File: src/rtl/pospi_pkg.sv
`default_nettype none
package pospi_pkg;

  // Field and register widths
  localparam int DATA_W        = 32;
  localparam int KP_W          = 24;
  localparam int KI_W          = 32;
  localparam int LIM_W         = 31;
  localparam int CFG_IDX_W     = 3;
  localparam int FRAC_BITS_DEF = 16;
  localparam int KP_FRAC       = 16;
  localparam int KI_FRAC       = 28;

  // Shared multiplier: signed operands, one bit wider than the data
  localparam int MUL_W  = DATA_W + 1;
  localparam int PROD_W = 2 * MUL_W;
  localparam int WIDE_W = 2 * DATA_W;

  // Shift-subtract unit
  localparam int SD_ITERS = DATA_W;
  localparam int SD_CNT_W = $clog2(SD_ITERS);
  localparam int SD_REM_W = DATA_W + 4;

  typedef enum logic [CFG_IDX_W-1:0] {
    REG_HORIZ_KP,
    REG_HORIZ_KI_DT,
    REG_HORIZ_INT_LIMIT,
    REG_VERT_KP,
    REG_VERT_KI_DT,
    REG_VERT_INT_LIMIT,
    REG_HORIZ_SPEED_MAX,
    REG_VERT_SPEED_MAX
  } cfg_reg_t;

  typedef enum logic [1:0] {
    AX_NORTH,
    AX_EAST,
    AX_DOWN
  } axis_t;

  typedef enum logic [3:0] {
    ST_IDLE,
    ST_KI,
    ST_KP,
    ST_CMD,
    ST_SQN,
    ST_SQE,
    ST_SQM,
    ST_CMP,
    ST_SQRT,
    ST_MULN,
    ST_STN,
    ST_DIVN,
    ST_MULE,
    ST_STE,
    ST_DIVE,
    ST_FIN
  } pospi_state_t;

  typedef enum logic {
    SD_SQRT,
    SD_DIV
  } sd_mode_t;

  typedef struct packed {
    logic     start;
    sd_mode_t mode;
  } sd_ctl_t;

  typedef struct packed {
    logic busy;
    logic done;
  } sd_sts_t;

endpackage
`default_nettype wire

File: src/rtl/pospi_mul.sv
`default_nettype none
module pospi_mul
  import pospi_pkg::*;
(
  input  wire logic                     clk,
  input  wire logic signed [MUL_W-1:0]  a,
  input  wire logic signed [MUL_W-1:0]  b,
  output      logic signed [PROD_W-1:0] prod
);

  // One registered signed multiply; result is valid the cycle after the operands
  always_ff @(posedge clk) begin
    prod <= a * b;
  end

endmodule
`default_nettype wire

File: config.mk
export PLATFORM = sky130hd
export DESIGN_NAME = pospi_mul
export DESIGN_NICKNAME = d
export VERILOG_FILES = /design/src/rtl/pospi_pkg.sv /design/src/rtl/pospi_mul.sv
export SDC_FILE = /design/constraint.sdc
export NUM_CORES = 2
export LEC_CHECK = 0
export BUFFER_PORTS_ARGS = -buffer_cell sky130_fd_sc_hd__buf_4
export CAP_MARGIN = 20
export CORE_MARGIN = 2
export CORE_UTILIZATION = 50
export CTS_CLUSTER_SIZE = 28
export DETAILED_ROUTE_END_ITERATION = 10
export PLACE_DENSITY_LB_ADDON = 0.3
export SLEW_MARGIN = 25
export SYNTH_ARGS = -nofsm -noshare
export SYNTH_HDL_FRONTEND = slang
export SYNTH_SLANG_ARGS = --single-unit
File: constraint.sdc
create_clock -name clk -period 25.5 [get_ports clk]
set_input_delay 5.1 -clock clk [delete_from_list [all_inputs] [get_ports clk]]
set_output_delay 5.1 -clock clk [all_outputs]
set_load 0.02 [all_outputs]
==> metrics.txt <==
Die ar.=83800 um2; final worst path period share=0.504; RSZ-0062 raised after global routing=no; via/cell ratio=between 5 and 6; adder-cell share of the synthesized area=0.629; Syn. warnings=0; CTS Buf Count=9; Die Span X=roughly 290 um; Rows=104; DR vias=roughly 28000; CTS max path bufs=2; Req. time, crit path=25.77 ns; GPL Wtd Cong=roughly 0.90; Post-CTS Setup Bufs=0; clock sink total=66; hpwl dp=88000 um; Setup-failing EPs final=0; hold-fix buffers at CTS=0; drt initial violations=between 1000 and 1500; max_slew headroom=0.407; Clock Pin Slew Worst Setup and Hold Paths=about 0.07 ns; syn_area_per_cell=9.39 um2; most flop-heavy register=prod; DRT Pass-1 Iters=5; worst path arrival time=about 13 ns; largest net degree at the start of global routing=34; Mapped Cells=~4300; Sum Neg Setup Slack=0 ns; # DRC=0; DR WL/cell=roughly 20 um; WL final=between 100000 and 150000 um; first-pass GRT wire length=173000 um; Synth Area in Compound Gates=0.0407; Layout Nets=5692; max FFs per register=66; Distinct cells, synth=80; status=completed; initial core utilization=0.506; Core Area=80500 um2; CTS tree=built; root buffer cell=clkbuf_16; share of cells above drive strength 1=0.0443; Layout Area Growth over Synthesis=4.42%; crit start category=input pin; leading cell type in the layout, fill and taps excluded=fa_1; Setup Crit Path Kind=in -> reg; Crit Path Max Fanout=33; H-Tree Depth=3; max-slew violations=0; number of synthesized register bits=between 60 and 70; total gr overflow=0; post_cts resized=0; Die H=approximately 290 um; EDFF count, synth=0; FILL cells=7295; Main synth FF type=dfxtp_1; crit path time final=12.84 ns; initial antenna violation count=1; Synth Area in XOR/XNOR=0.0146; CP Capture Type=flip-flop; largest family of logic cells by synthesized area=adder cells; Post-Syn Area=just over 40000 um2; simple-gate share of the synthesized area=0.158; Max Cap Viol=0; most frequent cells in the layout=fa_1 (1144), inv_1 (1131), and2_1 (562); gr usage total=0.272; fmax=just under 0.08 GHz; largest registers=prod (66); vias in the first global route=about 32000; Fin. Hold Viols=0; Routed Antenna Nets=0; post-synthesis sequential area ratio=0.0324; HP Class=in -> reg; Port-buffer cells=between 100 and 150; IO Pins=133; Async SR Flop Fraction=0; Antenna Cells=0; mux contribution to synthesized area=0; Worst-Margin Slew=roughly 0.9 ns; Post-Syn Nets=between 5000 and 6000
## synth_stat cells, types with 7 or more instances
cell type	count	area [um2]
a211oi_1	7	52.6
a21o_1	36	270
a21oi_1	57	285
a31oi_1	8	50.1
and2_1	562	3520
buf_2	11	55.1
clkbuf_1	208	781
dfxtp_1	66	1320
fa_1	1145	22900
ha_1	217	2720
inv_1	1131	4250
nand2_1	551	2070
nand2b_1	12	75.1
nand3_1	25	125
nand4_1	11	68.8
nor2_1	68	255
nor3_1	7	35.0
o21ai_0	25	125
o21bai_1	11	82.6
xnor2_1	43	377
xor2_1	25	219
## critical path, stage by stage
cell and delay (ns):
buf_4 0.33, nand2_1 0.17, inv_1 0.16, fa_1 0.50, fa_1 0.57, fa_1 0.90
fa_1 0.54, fa_1 0.50, fa_1 0.52, fa_1 0.50, inv_1 0.05, fa_1 0.47
inv_1 0.04, ha_1 0.44, nand3_1 0.26, nor2_1 0.37, nand2_1 0.18, nor3_1 0.59
o311ai_4 0.30, nand3_2 0.21, a211oi_1 0.09, a311oi_1 0.30
## final timing paths
kind  start        to  slack (ns)  depth (start not counted)
min    b[0]   prod[0]        5.20                          2
max   a[32]  prod[64]       12.66                         22
## metal layers
layer / up-vias / global-route usage / routed length, um / share of wire
li1: 12200 / - / - / -
met1: 15200 / 0.334 / 40200 / 0.38
met2: 880 / 0.480 / 56000 / 0.52
met3: 243 / 0.0301 / 5520 / 0.052
met4: 0 / 0.123 / 5190 / 0.049
met5: - / 0 / 0 / 0
## metrics by stage
stage	util	cell area, um2	setup slack, ns	hold slack, ns	instances
after floorplan	-	40700	13.16	5.23	4338
final	0.528	42500	12.66	5.20	5328
after global placement	0.524	42200	12.30	5.51	5312
after CTS	0.528	42500	12.67	5.19	5328
after detailed placement	0.524	42200	12.31	5.51	5312
after global routing	0.528	42500	12.33	5.19	5328
## kinds of logic (layout without fill, tap and decap cells)
logic type      count (synthesis)  in the layout
simple gates                 1271           1271
buf+inv                      1352           1282
fa+ha+maj                    1362           1362
flops                          66             66
xor+xnor                       68             68
compound gates                219            219
## layout make-up
class	count	area [um2]	area share
clock inverters	7	82.6	0.00194
inverters	1131	4250	0.0998
clock buffers	9	225	0.00530
multi-input cells	2920	34300	0.807
flip-flops and latches	66	1320	0.0311
repair buffers	135	1010	0.0238
well taps	1060	1330	0.0312
Power is not shown: default switching activity piles up to over one toggle a cycle in this logic, so the estimate is an artifact.
