`config.mk`:
```
export PLATFORM = sky130hd
export DESIGN_NAME = pospi_sqdiv
export DESIGN_NICKNAME = d
export VERILOG_FILES = /design/src/rtl/pospi_pkg.sv /design/src/rtl/pospi_sqdiv.sv
export SDC_FILE = /design/constraint.sdc
export NUM_CORES = 1
export LEC_CHECK = 0
export BUFFER_PORTS_ARGS = -buffer_cell sky130_fd_sc_hd__buf_4
export CORE_MARGIN = 2
export CORE_UTILIZATION = 50
export DETAILED_ROUTE_END_ITERATION = 12
export GPL_ROUTABILITY_DRIVEN = 0
export HOLD_SLACK_MARGIN = 0.08
export PLACE_DENSITY_LB_ADDON = 0.1
export REMOVE_ABC_BUFFERS = 1
export SLEW_MARGIN = 30
export SYNTH_ARGS = -nofsm -noshare
export SYNTH_HDL_FRONTEND = slang
export SYNTH_SLANG_ARGS = --single-unit
```
`constraint.sdc`:
```
create_clock -name clk -period 5.3 [get_ports clk]
set_input_delay 1.06 -clock clk [delete_from_list [all_inputs] [get_ports clk]]
set_output_delay 1.06 -clock clk [all_outputs]
set_load 0.02 [all_outputs]
```
`src/rtl/pospi_pkg.sv`:
```
`default_nettype none
package pospi_pkg;

  // Field and register widths
  localparam int DATA_W        = 32;
  localparam int KP_W          = 24;
  localparam int KI_W          = 32;
  localparam int LIM_W         = 31;
  localparam int CFG_IDX_W     = 3;
  localparam int FRAC_BITS_DEF = 16;
  localparam int KP_FRAC       = 16;
  localparam int KI_FRAC       = 28;

  // Shared multiplier: signed operands, one bit wider than the data
  localparam int MUL_W  = DATA_W + 1;
  localparam int PROD_W = 2 * MUL_W;
  localparam int WIDE_W = 2 * DATA_W;

  // Shift-subtract unit
  localparam int SD_ITERS = DATA_W;
  localparam int SD_CNT_W = $clog2(SD_ITERS);
  localparam int SD_REM_W = DATA_W + 4;

  typedef enum logic [CFG_IDX_W-1:0] {
    REG_HORIZ_KP,
    REG_HORIZ_KI_DT,
    REG_HORIZ_INT_LIMIT,
    REG_VERT_KP,
    REG_VERT_KI_DT,
    REG_VERT_INT_LIMIT,
    REG_HORIZ_SPEED_MAX,
    REG_VERT_SPEED_MAX
  } cfg_reg_t;

  typedef enum logic [1:0] {
    AX_NORTH,
    AX_EAST,
    AX_DOWN
  } axis_t;

  typedef enum logic [3:0] {
    ST_IDLE,
    ST_KI,
    ST_KP,
    ST_CMD,
    ST_SQN,
    ST_SQE,
    ST_SQM,
    ST_CMP,
    ST_SQRT,
    ST_MULN,
    ST_STN,
    ST_DIVN,
    ST_MULE,
    ST_STE,
    ST_DIVE,
    ST_FIN
  } pospi_state_t;

  typedef enum logic {
    SD_SQRT,
    SD_DIV
  } sd_mode_t;

  typedef struct packed {
    logic     start;
    sd_mode_t mode;
  } sd_ctl_t;

  typedef struct packed {
    logic busy;
    logic done;
  } sd_sts_t;

endpackage
`default_nettype wire

```
`src/rtl/pospi_sqdiv.sv`:
```
`default_nettype none
module pospi_sqdiv
  import pospi_pkg::*;
(
  input  wire logic              clk,
  input  wire logic              rst,
  input  wire sd_ctl_t           ctl,
  input  wire logic [WIDE_W-1:0] operand,
  input  wire logic [DATA_W-1:0] divisor,
  output      sd_sts_t           sts,
  output      logic [DATA_W-1:0] result
);

  sd_mode_t            mode;
  logic [SD_CNT_W-1:0] cnt;
  logic [WIDE_W-1:0]   opnd;
  logic [SD_REM_W-1:0] rem;
  logic [DATA_W-1:0]   dvsr;

  logic [SD_REM_W-1:0] rem_sh;
  logic [SD_REM_W-1:0] trial;
  logic [SD_REM_W:0]   diff;
  logic                ge;

  // One root bit or one quotient bit per cycle through a single subtractor
  always_comb begin
    unique case (mode)
      SD_SQRT: begin
        rem_sh = {rem[SD_REM_W-3:0], opnd[WIDE_W-1 -: 2]};
        trial  = SD_REM_W'({result, 2'b01});
      end
      SD_DIV: begin
        rem_sh = {rem[SD_REM_W-2:0], opnd[WIDE_W-1]};
        trial  = SD_REM_W'(dvsr);
      end
    endcase
    diff = {1'b0, rem_sh} - {1'b0, trial};
    ge   = !diff[SD_REM_W];
  end

  always_ff @(posedge clk) begin
    if (rst) begin
      sts  <= '0;
      cnt  <= '0;
      mode <= SD_SQRT;
    end else begin
      sts.done <= 1'b0;
      if (ctl.start) begin
        sts.busy <= 1'b1;
        cnt      <= '0;
        mode     <= ctl.mode;
      end else if (sts.busy) begin
        cnt <= cnt + 1'b1;
        if (cnt == SD_CNT_W'(SD_ITERS - 1)) begin
          sts.busy <= 1'b0;
          sts.done <= 1'b1;
        end
      end
    end
  end

  always_ff @(posedge clk) begin
    if (ctl.start) begin
      result <= '0;
      dvsr   <= divisor;
      if (ctl.mode == SD_SQRT) begin
        rem  <= '0;
        opnd <= operand;
      end else begin
        // High half is already below the divisor, so 32 steps cover the quotient
        rem  <= SD_REM_W'(operand[WIDE_W-1:DATA_W]);
        opnd <= {operand[DATA_W-1:0], {DATA_W{1'b0}}};
      end
    end else if (sts.busy) begin
      rem    <= ge ? diff[SD_REM_W-1:0] : rem_sh;
      result <= {result[DATA_W-2:0], ge};
      opnd   <= (mode == SD_SQRT) ? {opnd[WIDE_W-3:0], 2'b00} : {opnd[WIDE_W-2:0], 1'b0};
    end
  end

endmodule
`default_nettype wire

```
==> flow_summary.yaml, run 1 <==
synthesis:
  syn_area_um2: 10500
  synth.distinct_cells: 68
  yosys.area.top_type: "edfxtp_1"
  synthCells: 991
  ys.flop_type: "edfxtp_1"
  ys_async_sr_fraction: 0
  avgSynthCellArea_um2: 10.6
  synth_seq_cells: 171
  synth.area.top_cells: "edfxtp_1 (38%), mux2i_1 (14%), dfxtp_1 (7.6%), ha_1 (4.3%), mux2_2 (3.7%)"
  synth_edf_count: 131
  synth.top_cell.area_share: 0.375
  ys_seq_area_frac: 0.452
  synth_warnings: 0
final_layout:
  n_fill_cell: 1748
  nets: 1220
  multi_input_area_um2: 5390
  seq_area_um2: 4740
  layout_commonest_cell: "mux2i_1"
  fin_util: 0.600
  diodes: 0
  final_cell_mix: "mux2i_1 (151), buf_4 (140), edfxtp_1 (131), nand2_1 (87), a21oi_1 (74)"
  final_cells: 1365
  drive_gt1_frac: 0.211
  synthToLayoutAreaGrowth_pct: 16.9
clock_tree:
  cts_resized: 0
  cts_htree_levels: 4
  cts.sinks: 171
  clock_latency_ps: 430
  post_cts_buffers: 0
  clock_path_buffers: 2
  clk_pin_slew_ps: 60
  cts_tree: "done"
  cts-root-buf: "clkbuf_16"
  cts_hold_buf: 0
  numCtsBuffers: 17
routing:
  drc_errors: 0
  first_pass_iters: 5
  vias: 7843
  vias_per_cell: 5.75
  drt_iter0_drc: 677
  routed_wl_mm: 24.2
  wl_per_cell_um: 17.8
  drtAntennaViolNets: 0
power:
  clock_power_share: 0.234
  seq_power_share: 0.313
  leakagePower_nw: 4.73
  combPwrFrac: 0.453
  p_switching_mw: 2.16
  intPower_mw: 3.74
  power_density_nw_per_um2: 481
  p_sw_frac: 0.366
  total_power_mw: 5.89
  ir_drop_v: 0.000285
global_routing:
  grt.overflow.total: 0
  grtUsageTotal: 0.222
  grt_pass1_vias: 7450
  grt_pass1_wl_mm: 38.9
  grt_max_degree: 85
  antenna_found_initial: 0
sta:
  period_share: 0.851
  slew_violations: 0
  hold_viol: 0
  postLayoutSetupSlackWorst_ps: 788
  finalSetupViolCount: 0
  grt_setup_unrepaired: "no"
  final.min_clock_period_ps: 4510
  fmax_ghz: 0.222
  worst_pin_slew_ps: 788
  relSlewSlack: 0.474
  clock_skew_ps: 10.6
  hold_ws_ps: 511
min_path:
  hp-class: "reg2reg"
setup_path:
  cp_data_arrival_time_ps: 4670
  path_class: "reg2reg"
  crit_required_ps: 5450
  cp_top_family: "compound AO/OA/AOI/OAI gates"
  critical_path_buf_inv_count: 2
  critPathSlowestCell: "dfxtp_4"
  worstPathCellList: "mux2i_1, ha_1, inv_1, fa_1, a21oi_1, o21ai_1, a311oi_2, o21ai_4, nand3_2, a21oi_4, nor2_8, buf_4, mux2i_1, o21ai_1"
  crit_fanout: 57
  max_stage_delay_ps: 850
  endpoint_kind: "flop"
  cp-start-kind: "flop"
floorplanning:
  core-area_um2: 20400
  die_w_um: 149
  pin_count: 134
  rows: 52
  start_util: 0.513
  die_area_um2: 22100
  die_y_um: 149
placement:
  portBuffers: 133
  place_hpwl_mm: 17.4
  dp.cells: 1334
  pre_cts_ws_ps: 799
run:
  maxCapViolCount: 0
status:
  status: "finished, final reports clean"
==> sequential cells by signal, summed over array words and instances (netlist names) <==
register / count
mode: 1
sts: 2
result: 32
opnd: 64
cnt: 5
dvsr: 32
rem: 35
==> cells by family (layout without fill, tap and decap cells) <==
| kind of cell | Yosys count | in the layout | share of synthesized area |
|---|---|---|---|
| muxes | 186 | 186 | 0.182 |
| AOI/OAI and AO/OA | 252 | 252 | 0.153 |
| xor gates and xnor gates | 32 | 32 | 0.0267 |
| buffers and inverters | 81 | 185 | 0.0351 |
| DFF | 171 | 171 | 0.452 |
| and+or+nand+nor | 232 | 232 | 0.106 |
| adders and majority gates | 37 | 37 | 0.0449 |
==> worst reg2reg max path: stages (launching register included) <==
cell	delay, ps
dfxtp_4	850
mux2i_1	360
ha_1	230
inv_1	70
fa_1	390
a21oi_1	210
o21ai_1	140
a311oi_2	510
o21ai_4	140
nand3_2	140
a21oi_4	110
nor2_8	410
buf_4	350
mux2i_1	240
o21ai_1	90
==> power by group through the flow <==
stage	clock network (mW)	logic, mW	registers (mW)
6_report	1.38	2.67	1.84
3_3_place_gp	0	2.60	1.87
2_1_floorplan	0	2.03	1.84
3_5_place_dp	0	2.63	1.86
4_1_cts	1.40	2.65	1.84
5_1_grt	1.46	2.96	1.87
==> path summary, 6_finish.rpt <==
check / start / endpoint / slack, ps / cells after the start
setup / recovery: mode / rem[2] / 790 / 14
hold / removal: cnt[4] / cnt[4] / 510 / 2
setup reg to reg: mode / rem[2] / 790 / 14
hold reg to reg: cnt[4] / cnt[4] / 510 / 2
==> synth_stat cells (2+ instances only) <==
cell / instances
a211oi_1: 37
a21boi_0: 2
a21o_1: 18
a21oi_1: 74
a22o_1: 2
a22oi_1: 3
a311oi_2: 2
a31o_2: 2
a31oi_1: 4
a31oi_2: 2
and2_1: 5
and3_1: 6
buf_1: 13
buf_12: 2
buf_2: 10
clkbuf_1: 43
dfxtp_1: 40
edfxtp_1: 131
ha_1: 36
inv_1: 10
mux2_2: 34
mux2i_1: 151
nand2_1: 87
nand2b_1: 4
nand3_1: 7
nand4_1: 10
nand4b_1: 2
nor2_1: 58
nor2b_1: 37
nor3_1: 2
nor3b_1: 2
o211ai_1: 2
o21a_1: 3
o21ai_0: 51
o21ai_1: 29
o21bai_1: 5
or2_2: 3
or3_1: 2
xnor2_1: 18
xor2_1: 14
==> layer usage <==
metal  up-vias  global-route usage  share of wire
met3        26              0.0431          0.061
met5         -                   0              0
met4         0              0.0548          0.012
met2       232               0.329           0.44
li1       3860                   -              -
met1      3725               0.335           0.49
==> final cells by class <==
class,count,area share
multi-input combinational,739,0.440
sequential,171,0.387
timing repair buffer,143,0.0900
clock buffer,17,0.0347
tap,270,0.0276
clock inverter,14,0.0180
inverter,11,0.00337
==> metrics by stage <==
| stage | cell area [um^2] | setup TNS [ps] |
|---|---|---|
| 6_report | 12300 | 0 |
| 2_1_floorplan | 10200 | -68630 |
| 4_1_cts | 12300 | 0 |
| 3_5_place_dp | 11600 | 0 |
| 5_1_grt | 12300 | 0 |
| 3_3_place_gp | 11600 | 0 |
No activity file was read; power rests on OpenSTA's default activity.
==> run 2: changes to the inputs <==
--- a/config.mk
+++ b/config.mk
@@ -5,9 +5,12 @@
 export SDC_FILE = /design/constraint.sdc
 export NUM_CORES = 1
 export LEC_CHECK = 0
+export ABC_AREA = 1
 export BUFFER_PORTS_ARGS = -buffer_cell sky130_fd_sc_hd__buf_4
+export CELL_PAD_IN_SITES_DETAIL_PLACEMENT = 0
+export CELL_PAD_IN_SITES_GLOBAL_PLACEMENT = 2
 export CORE_MARGIN = 2
-export CORE_UTILIZATION = 50
+export CORE_UTILIZATION = 31
 export DETAILED_ROUTE_END_ITERATION = 12
 export GPL_ROUTABILITY_DRIVEN = 0
 export HOLD_SLACK_MARGIN = 0.08
==> constraint.sdc (replaced) <==
create_clock -name clk -period 4 [get_ports clk]
set_input_delay 0.8 -clock clk [delete_from_list [all_inputs] [get_ports clk]]
set_output_delay 0.8 -clock clk [all_outputs]
set_load 0.02 [all_outputs]
==> run 2 against run 1 <==
Maximum frequency increased by 29%; combinational power increased by 26%; worst hold slack got worse by 36 ps; sequential cell count unchanged; critical endpoint is now rem[17]; highest routed layer unchanged.
==> flow_summary.yaml, run 2 <==
synthesis:
  synth_warnings: 0
  synth_edf_count: 131
  ys_seq_area_frac: 0.417
  synth.distinct_cells: 39
  synth.top_cell.area_share: 0.346
  ys.flop_type: "edfxtp_1"
  yosys.area.top_type: "edfxtp_1"
  yosysMostFrequentCell: "nand2_1"
  synth_commonest_cells: "nand2_1 (461), inv_1 (307), edfxtp_1 (131)"
  syn_area_um2: 11400
  avgSynthCellArea_um2: 7.30
  synth.area.top_cells: "edfxtp_1 (35%), nand2_1 (15%), inv_1 (10%), dfxtp_1 (7.1%), o21ai_0 (4.5%)"
  synth_seq_cells: 171
  synthCells: 1555
  ys_async_sr_fraction: 0
status:
  status: "finished, final reports clean"
global_routing:
  grtUsageMet3: 0.0313
  met1_usage: 0.301
  busiest_layer: "met2"
  use_met2: 0.323
  grt_pass1_wl_mm: 59.9
  grt.overflow.total: 0
  grt_pass1_vias: 10400
  antenna_found_initial: 0
  grt_max_degree: 71
  grtUsageTotal: 0.206
clock_tree:
  cts_tree: "done"
  numCtsBuffers: 17
  cts_hold_buf: 0
  clk_pin_slew_ps: 80
  cts-root-buf: "clkbuf_16"
  cts.sinks: 171
  clock_path_buffers: 2
  post_cts_buffers: 0
  cts_resized: 0
  clock_latency_ps: 460
  cts_htree_levels: 4
final_layout:
  reg_top3: "opnd (64), rem (35)"
  layout_commonest_cell: "nand2_1"
  largest_register_ffs: 64
  n_fill_cell: 3931
  nets: 1796
  top_register: "opnd"
  drive_gt1_frac: 0.141
  synthToLayoutAreaGrowth_pct: 18.2
  diodes: 0
  final_cells: 2140
  final_cell_mix: "nand2_1 (461), inv_1 (305), buf_4 (151), edfxtp_1 (131), o21ai_0 (102)"
  fin_area_um2: 13400
sta:
  worst_pin_slew_ps: 844
  grt_setup_unrepaired: "no"
  period_share: 0.878
  postLayoutSetupSlackWorst_ps: 489
  hold_ws_ps: 475
  slew_violations: 0
  fmax_ghz: 0.285
  finalSetupViolCount: 0
  clock_skew_ps: 17.6
  hold_viol: 0
  relSlewSlack: 0.438
  final.min_clock_period_ps: 3510
placement:
  placed_cell_area_um2: 12800
  dp.cells: 2108
  pre_cts_ws_ps: 482
  place_hpwl_mm: 29.0
  portBuffers: 133
power:
  combPwrFrac: 0.446
  total_power_mw: 7.53
  p_sw_frac: 0.422
  power_density_nw_per_um2: 561
  intPower_mw: 4.35
  p_switching_mw: 3.18
  clock_power_share: 0.242
  ir_drop_v: 0.000280
  seq_power_share: 0.312
  leakagePower_nw: 6.56
floorplanning:
  start_util: 0.312
  die_y_um: 195
  pin_count: 134
  core-area_um2: 36300
  rows: 70
  die_w_um: 195
  die_area_um2: 38200
setup_path:
  crit_top_cell: "nand2_1"
  max_stage_delay_ps: 380
  crit_fanout: 46
  cp-start-kind: "flop"
  critPathSlowestCell: "nor2_1"
  endpoint_kind: "flop"
  cp_data_arrival_time_ps: 3720
  ff2ff_setup_slack_ps: 490
  crit_required_ps: 4210
  worstPathCellList: "inv_4, buf_4, o21ai_0, ha_1, nand2_1, nor2_1, nand3_1, nand3_1, nand2_1, nand2_1, nand2_1, nand2_1, nand2_1, nand3_1, nand2_1"
  path_class: "reg2reg"
routing:
  drc_errors: 0
  vias: 10300
  drt_iter0_drc: 706
  wl_per_cell_um: 18.0
  drtAntennaViolNets: 0
  vias_per_cell: 4.80
  first_pass_iters: 5
  routed_wl_mm: 38.4
min_path:
  hp-class: "reg2reg"
run:
  maxCapViolCount: 0
[run 2: worst paths after layout]
path	start	endpoint	depth (start not counted)
setup / recovery	mode	rem[17]	15
hold / removal	cnt[4]	cnt[4]	2
setup reg to reg	mode	rem[17]	15
hold reg to reg	cnt[4]	cnt[4]	2
[run 2: power groups by stage]
| stage | clock network [mW] | logic [mW] | registers [mW] |
|---|---|---|---|
| 2_1_floorplan | 0 | 2.30 | 2.36 |
| 3_5_place_dp | 0 | 3.37 | 2.38 |
| 6_report | 1.82 | 3.36 | 2.35 |
| 4_1_cts | 1.87 | 3.38 | 2.35 |
| 3_3_place_gp | 0 | 3.39 | 2.38 |
| 5_1_grt | 1.93 | 3.86 | 2.37 |
[run 2: per-layer routing]
| layer | part of all wire | vias to the layer above |
|---|---|---|
| met5 | 0 | - |
| met4 | 0.0083 | 0 |
| met3 | 0.036 | 18 |
| met2 | 0.45 | 175 |
| met1 | 0.51 | 4808 |
| li1 | - | 5281 |
[run 2: cell type report]
| class | count | area (um^2) | share of cell area |
|---|---|---|---|
| Clock inverter | 15 | 184 | 0.0137 |
| Tap cell | 468 | 586 | 0.0436 |
| Multi-Input combinational cell | 1005 | 5150 | 0.383 |
| Sequential cell | 171 | 4740 | 0.353 |
| Clock buffer | 17 | 425 | 0.0317 |
| Timing Repair Buffer | 153 | 1170 | 0.0874 |
| Inverter | 311 | 1170 | 0.0873 |
[run 2: through the flow]
stage           util  TNS, ps
2_1_floorplan      -  -111790
3_3_place_gp   0.352        0
3_5_place_dp   0.352        0
4_1_cts        0.369        0
5_1_grt        0.369        0
6_report       0.369        0
[run 2: kinds of logic after synthesis]
group / share of synthesized area
AND/OR/NAND/NOR: 0.251
buffers and inverters: 0.130
AO/OA/AOI/OAI: 0.149
flip-flops: 0.417
adder cells (fa/ha/maj): 0.0414
XOR/XNOR: 0.0116
[run 2: worst max-delay path, delay by kind of cell, from the launching register on]
family,cells,cell delay [ps]
AND/OR/NAND/NOR,11,1710
adder cells (fa/ha/maj),1,370
AO/OA/AOI/OAI,1,150
buffers and inverters,2,670
flip-flops,1,330
